## src/rtl/ihrp_pkg.sv

```systemverilog
package ihrp_pkg;

    localparam int REC_LEN_W        = 5;
    localparam int MAX_RECORD_BYTES = 16;
    localparam int RECORD_BYTES_DEF = 16;
    localparam int DATA_W           = 8 * MAX_RECORD_BYTES;

    localparam logic [7:0] REC_TYPE_DATA = 8'h00;

    typedef struct packed {
        logic [15:0]          addr;
        logic [REC_LEN_W-1:0] len;
        logic [DATA_W-1:0]    data;
        logic [7:0]           csum;
        logic                 last;
    } rec_t;

    // Two's complement of the byte sum over length, address, record type and data.
    function automatic logic [7:0] rec_checksum(
        input logic [REC_LEN_W-1:0] len,
        input logic [15:0]          baddr,
        input logic [7:0]           data_sum
    );
        logic [7:0] s;
        s = 8'(len) + baddr[15:8] + baddr[7:0] + REC_TYPE_DATA + data_sum;
        return 8'(8'd0 - s);
    endfunction

endpackage

```

## src/rtl/intel_hex_record_packer_unit.sv

```systemverilog
// An accepted transaction enters the input register; its records then enter the output queue.
// Throughput: one transaction per cycle while each yields at most one record and the output
// queue has room; the result side moves one record per cycle while m_ready is high, so a
// transaction that closes two records is buffered by the two-entry output queue.
// Reset: aresetn is synchronous and active low; it empties the open record, the input
// register and the output queue. The record data bytes themselves are not reset.
module intel_hex_record_packer_unit #(
    parameter int RECORD_BYTES = ihrp_pkg::RECORD_BYTES_DEF
) (
    input  logic                           aclk,
    input  logic                           aresetn,
    input  logic                           s_valid,
    output logic                           s_ready,
    input  logic [15:0]                    s_word_address,
    input  logic [31:0]                    s_opcode_value,
    input  logic                           s_is_four_byte,
    input  logic                           s_end_of_program,
    output logic                           m_valid,
    input  logic                           m_ready,
    output logic [15:0]                    m_record_address,
    output logic [ihrp_pkg::REC_LEN_W-1:0] m_record_length,
    output logic [63:0]                    m_bytes_low,
    output logic [63:0]                    m_bytes_high,
    output logic [7:0]                     m_record_checksum,
    output logic                           m_run_last
);

    // Data always arrives in 16-bit words, so an odd size loses its last byte.
    localparam int CAP = (RECORD_BYTES / 2) * 2;
    localparam logic [ihrp_pkg::REC_LEN_W-1:0] CAP_LEN = ihrp_pkg::REC_LEN_W'(CAP);

    typedef logic [CAP-1:0][7:0] rec_bytes_t;

    // Input register
    logic        in_valid_reg;
    logic [15:0] in_addr_reg;
    logic [31:0] in_op_reg;
    logic        in_four_reg;
    logic        in_end_reg;

    // Open record state
    rec_bytes_t                     rec_buf_reg;
    logic [ihrp_pkg::REC_LEN_W-1:0] fill_reg;
    logic [15:0]                    start_reg;
    logic [15:0]                    last_word_reg;
    logic [7:0]                     sum_reg;

    // Output queue: head register and one spare
    ihrp_pkg::rec_t out_reg, out_next;
    ihrp_pkg::rec_t spare_reg, spare_next;
    logic [1:0]     occ_reg, occ_next;

    function automatic ihrp_pkg::rec_t build_record(
        input rec_bytes_t                     bytes,
        input logic [ihrp_pkg::REC_LEN_W-1:0] len,
        input logic [15:0]                    start_word,
        input logic [7:0]                     data_sum
    );
        ihrp_pkg::rec_t r;
        r      = '0;
        r.addr = {start_word[14:0], 1'b0};
        r.len  = len;
        for (int k = 0; k < CAP; k++) begin
            if (ihrp_pkg::REC_LEN_W'(k) < len) begin
                r.data[8*k +: 8] = bytes[k];
            end
        end
        r.csum = ihrp_pkg::rec_checksum(len, r.addr, data_sum);
        return r;
    endfunction

    logic                           gap;
    logic                           split;
    logic                           close_w;
    logic [ihrp_pkg::REC_LEN_W-1:0] f;
    logic [ihrp_pkg::REC_LEN_W-1:0] wfill;
    logic [15:0]                    st;
    logic [15:0]                    wstart;
    logic [15:0]                    addr_inc;
    logic [7:0]                     sum_old;
    logic [7:0]                     hi_sum;
    logic [7:0]                     lo_sum;
    logic [7:0]                     wsum;
    logic [7:0]                     b0, b1, b2, b3;
    rec_bytes_t                     merged;
    rec_bytes_t                     wbuf;
    ihrp_pkg::rec_t                 rec_a, rec_b, rec_w, r0, r1;
    logic [1:0]                     cnt;
    logic                           pop;
    logic [1:0]                     occ_after;
    logic                           consume;

    always_comb begin
        addr_inc = 16'(in_addr_reg + 16'd1);
        gap      = (fill_reg != '0) && (in_addr_reg != 16'(last_word_reg + 16'd1));
        f        = gap ? '0 : fill_reg;
        st       = (f == '0) ? in_addr_reg : start_reg;
        sum_old  = gap ? 8'd0 : sum_reg;
        hi_sum   = 8'(in_op_reg[23:16] + in_op_reg[31:24]);
        lo_sum   = 8'(in_op_reg[7:0] + in_op_reg[15:8]);

        // A four-byte instruction goes high word first; each word low byte first.
        if (in_four_reg) begin
            b0 = in_op_reg[23:16];
            b1 = in_op_reg[31:24];
        end else begin
            b0 = in_op_reg[7:0];
            b1 = in_op_reg[15:8];
        end
        b2 = in_op_reg[7:0];
        b3 = in_op_reg[15:8];

        for (int i = 0; i < CAP; i++) begin
            merged[i] = rec_buf_reg[i];
            if (ihrp_pkg::REC_LEN_W'(i) == f) begin
                merged[i] = b0;
            end
            if (ihrp_pkg::REC_LEN_W'(i) == ihrp_pkg::REC_LEN_W'(f + 5'd1)) begin
                merged[i] = b1;
            end
            if (in_four_reg && ihrp_pkg::REC_LEN_W'(i) == ihrp_pkg::REC_LEN_W'(f + 5'd2)) begin
                merged[i] = b2;
            end
            if (in_four_reg && ihrp_pkg::REC_LEN_W'(i) == ihrp_pkg::REC_LEN_W'(f + 5'd3)) begin
                merged[i] = b3;
            end
        end

        // Only one word left: the high word closes this record, the low word opens the next.
        split = in_four_reg && (ihrp_pkg::REC_LEN_W'(f + 5'd4) > CAP_LEN);

        wbuf = merged;
        if (split) begin
            wbuf[0] = in_op_reg[7:0];
            wbuf[1] = in_op_reg[15:8];
            wfill   = ihrp_pkg::REC_LEN_W'(2);
            wstart  = addr_inc;
            wsum    = lo_sum;
        end else begin
            wfill  = ihrp_pkg::REC_LEN_W'(f + (in_four_reg ? 5'd4 : 5'd2));
            wstart = st;
            wsum   = in_four_reg ? 8'(sum_old + hi_sum + lo_sum) : 8'(sum_old + lo_sum);
        end
        close_w = (wfill == CAP_LEN) || in_end_reg;

        rec_a = build_record(rec_buf_reg, fill_reg, start_reg, sum_reg);
        rec_b = build_record(merged, CAP_LEN, st, 8'(sum_old + hi_sum));
        rec_w = build_record(wbuf, wfill, wstart, wsum);

        cnt = 2'(gap) + 2'(split) + 2'(close_w);

        if (gap) begin
            r0 = rec_a;
        end else if (split) begin
            r0 = rec_b;
        end else begin
            r0 = rec_w;
        end
        r0.last = (cnt == 2'd1);
        r1      = rec_w;
        r1.last = 1'b1;
    end

    // Queue bookkeeping
    always_comb begin
        pop       = (occ_reg != 2'd0) && m_ready;
        occ_after = occ_reg - 2'(pop);
        consume   = in_valid_reg && ((3'(occ_after) + 3'(cnt)) <= 3'd2);
        occ_next  = occ_after + (consume ? cnt : 2'd0);

        out_next   = out_reg;
        spare_next = spare_reg;
        case (occ_after)
            2'd0: begin
                out_next   = r0;
                spare_next = r1;
            end
            2'd1: begin
                if (occ_reg == 2'd2) begin
                    out_next = spare_reg;
                end
                if (consume) begin
                    spare_next = r0;
                end
            end
            default: begin
            end
        endcase
    end

    assign s_ready = !in_valid_reg || consume;

    always_ff @(posedge aclk) begin
        if (!aresetn) begin
            in_valid_reg  <= 1'b0;
            fill_reg      <= '0;
            start_reg     <= '0;
            last_word_reg <= '0;
            sum_reg       <= '0;
            occ_reg       <= 2'd0;
        end else begin
            if (s_valid && s_ready) begin
                in_valid_reg <= 1'b1;
            end else if (consume) begin
                in_valid_reg <= 1'b0;
            end
            if (consume) begin
                fill_reg      <= close_w ? '0 : wfill;
                start_reg     <= wstart;
                last_word_reg <= in_four_reg ? addr_inc : in_addr_reg;
                sum_reg       <= close_w ? 8'd0 : wsum;
            end
            occ_reg <= occ_next;
        end
    end

    always_ff @(posedge aclk) begin
        if (s_valid && s_ready) begin
            in_addr_reg <= s_word_address;
            in_op_reg   <= s_opcode_value;
            in_four_reg <= s_is_four_byte;
            in_end_reg  <= s_end_of_program;
        end
        if (consume) begin
            rec_buf_reg <= wbuf;
        end
        out_reg   <= out_next;
        spare_reg <= spare_next;
    end

    assign m_valid           = (occ_reg != 2'd0);
    assign m_record_address  = out_reg.addr;
    assign m_record_length   = out_reg.len;
    assign m_bytes_low       = out_reg.data[63:0];
    assign m_bytes_high      = out_reg.data[127:64];
    assign m_record_checksum = out_reg.csum;
    assign m_run_last        = out_reg.last;

endmodule

```

## config.mk

```make
export PLATFORM = sky130hd
export DESIGN_NAME = intel_hex_record_packer_unit
export DESIGN_NICKNAME = d
export VERILOG_FILES = /design/src/rtl/ihrp_pkg.sv /design/src/rtl/intel_hex_record_packer_unit.sv
export SDC_FILE = /design/constraint.sdc
export NUM_CORES = 2
export LEC_CHECK = 0
export CAP_MARGIN = 20
export CORE_ASPECT_RATIO = 1.75
export CORE_MARGIN = 4
export CORE_UTILIZATION = 45
export CTS_CLUSTER_SIZE = 24
export DETAILED_ROUTE_END_ITERATION = 8
export DONT_BUFFER_PORTS = 1
export GPL_ROUTABILITY_DRIVEN = 0
export GPL_TIMING_DRIVEN = 0
export MAX_ROUTING_LAYER = met4
export SYNTH_ARGS = -nofsm -noshare
export SYNTH_HDL_FRONTEND = slang
export SYNTH_SLANG_ARGS = --single-unit
```

## constraint.sdc

```tcl
create_clock -name aclk -period 25.5 [get_ports aclk]
set_input_delay 5.1 -clock aclk [delete_from_list [all_inputs] [get_ports aclk]]
set_output_delay 5.1 -clock aclk [all_outputs]
set_load 0.03 [all_outputs]
```

==> out/results.txt <==
share of flip-flops with an asynchronous set or reset: 0%
core area: 71,000 um2
Syn Std Cell Area: 32,300 um2
reg2reg setup slack: 14,860 ps
dpl cells: 4,110
R2R Path Start: last_word_reg[0]
slowest stage delay, CP: 690 ps
Tot Pwr: 5.35 mW
vias in the first global route: 28,100
Hold EP: start_reg[13]
minimum clock period: 13,160 ps
sequential fraction of the synthesis area: 48.6%
Largest register FFs: 157
DR iter-0 viols: 4,046
most common cell after layout, fill and taps aside: edfxtp_1
post-synth cell types: 89
CP Buf/Inv Count: 5
warnings from Yosys: 0
power density over the cells: 148 nW/um2
Worst Hold Path Cells: 2
Total Wirelength: 135,000 um
Post-Syn Nets: 3,330
clock sink total: 539
Max Root-Sink Buffers: 3
global-route wire length before repair: 194,000 um
dpl hpwl: 99,500 um
CTS Buf Count: 52
Starting Density: 45.5%
Max rail drop VDD: 179 uV
Crit-path slowest cell: nor3_2
Skew-Pair Late Insertion Delay: 670 ps
failing checks: DRC
std cell rows: 129
Congestion Overflow GR: 0
Gate Count Post-Synth: 3,161
Worst slew margin: 13.1%
largest net degree at the start of global routing: 58
critical path launch point type: register
Hold Vio Cnt, Final: 0
worst min path class: register to register
Seq cells post-synth: 539
cell family with most CP delay: simple AND/OR/NAND/NOR gates
Die Height: 362 um
CTS H-Tree Depth: 2
critical path arrival: 8060 ps
DR vias: 28,900
Post-synth EDFFs: 492
top cell type's share of synthesized area: 45.7%
pre-CTS WS: 13,100 ps
Hold Path Origin: start_reg[13]
R2R depth: 35
CTS tree: done
critical path peak fanout: 10
max cap viols: 0
Global Route Usage Sum: 35.5%
Routed Antenna Nets: 0
Worst-path clk slew: 60 ps
synth top area cells: edfxtp_1 (46%), nand2_1 (4.0%), o21ai_0 (3.5%), nor2_1 (3.1%), mux2i_1 (2.9%)
root buf cell: clkbuf_16
antenna violations before repair: 19
fin crit share: 51.6%
status: finished with violations
commonest cells after routing, fill and taps aside: edfxtp_1 (492), nand2_1 (346), nor2_1 (270)
Post-Layout Cell Count: 4,240
CP most frequent cell: buf_2
drt drc: 39
Worst Setup Path Type: register to output port
final design utilization: 50.8%
cell taking the most area after synthesis: edfxtp_1
CTS Hold Bufs: 0
Layout Nets: 3,430
I/O Buffers: 0
placed cell area: 34,100 um2
RSZ-0062 raised after global routing: no
Critical Path RT: 20,400 ps
synthesized area per cell: 10.2 um2
Least-Margin Pin Slew: 1300 ps
CP Depth: 23
layout cells sized above 1: 8.72%
Main synth FF type: edfxtp_1
area grow syn2layout: 11.7%
Fin Clk Skew: 24.1 ps
worst-path cell chain: ha_1 > and4_1 > buf_2 > a41o_1 > o21ai_0 > a2111oi_4 > nand4_4 > buf_2 > buf_2 > nor2_1 > ha_1 > a21oi_1 > nor2_1 > xnor2_1 > nor3_2 > a41o_1 > buf_2 > fa_1 > ha_1 > inv_1 > fa_1 > o21ai_0 > nand2_1
Reg2Reg Capture Point: m_record_checksum[7]
FMAX: 0.0760 GHz
Post-CTS Setup Repair Bufs: 0
Lkg Pwr: 13.5 nW
vias per cell: 6.81
Setup WS post-layout: 12,340 ps
Slew Viols, Final: 0
routed len/inst: 32.0 um
die span in x: 211 um
critical path endpoint category: output port
drt first pass iters: 9
final setup fails: 0
# IOs: 214
die footprint: 76,300 um2
final instance area: 36,100 um2
Resize count post-CTS: 0
area by class of cell:
| class | instances | area (um2) |
|---|---|---|
| antenna | 19 | 47.5 |
| fill | 6406 | 34900 |
| multi-input combinational | 2238 | 15100 |
| clock buffer | 65 | 1410 |
| clock inverter | 32 | 395 |
| buffer | 195 | 817 |
| sequential | 539 | 15700 |
| tap | 917 | 1150 |
| timing repair buffer | 46 | 696 |
| inverter | 189 | 709 |
worst register-to-register path, delay by kind of cell, from the launching register on:
kind            cells  cell delay, ps
flops               1             490
compound gates      9            2280
fa+ha+maj           9            3580
simple gates        6            1420
buf+inv             6            1050
xor+xnor            5            1600
per-stage QoR:
step / setup TNS [ps] / hold slack [ps]
2_1_floorplan: 0 / 456
3_3_place_gp: -274320 / 472
3_5_place_dp: 0 / 494
4_1_cts: 0 / 500
5_1_grt: 0 / 526
6_report: 0 / 505
routing by layer:
| metal | share of wire (%) | vias to the layer above | track usage [%] |
|---|---|---|---|
| li1 | - | 12100 | - |
| met1 | 32 | 13700 | 36.4 |
| met2 | 46 | 2197 | 56.0 |
| met3 | 11 | 825 | 11.0 |
| met4 | 11 | 0 | 28.5 |
| met5 | 0 | - | - |
synth_stat cells, drive strengths merged, types with 23 or more instances:
master / count
a211oi: 60
a21o: 33
a21oi: 187
a222oi: 23
a22o: 76
a22oi: 117
a31oi: 27
buf: 55
clkbuf: 140
dfxtp: 47
edfxtp: 492
fa: 41
ha: 74
inv: 186
mux2: 53
mux2i: 95
nand2: 346
nand3: 40
nor2: 276
nor3: 51
o211ai: 81
o21ai: 256
o221ai: 30
o22ai: 40
xnor2: 62
xor2: 36
report_power, final:
group | total, mW | internal [mW] | switching [mW]
clock network | 0.841 | 0.476 | 0.365
registers | 1.93 | 1.53 | 0.399
logic | 2.58 | 0.923 | 1.65
total | 5.35 | 2.93 | 2.42
how the worst max path moves through the flow:
stage | start | to | slack, ps
floorplan | m_ready | spare_reg[0] | 6270
global placement | m_ready | spare_reg[112] | -1770
detailed placement | m_ready | s_ready | 13100
CTS | last_word_reg[0] | s_ready | 12490
global route | last_word_reg[0] | s_ready | 12000
finish | last_word_reg[0] | s_ready | 12340
kinds of logic (layout without fill, tap and decap cells):
family	after synthesis	after routing	share of synthesized area, %
compound gates	1068	1068	22.6
simple gates	807	807	11.1
flops	539	539	48.6
buf+inv	384	527	4.71
mux	148	148	4.88
fa+ha+maj	115	115	5.41
xor+xnor	99	99	2.73
other cells	1	20	0.0116
(Power assumes the default switching activity.)
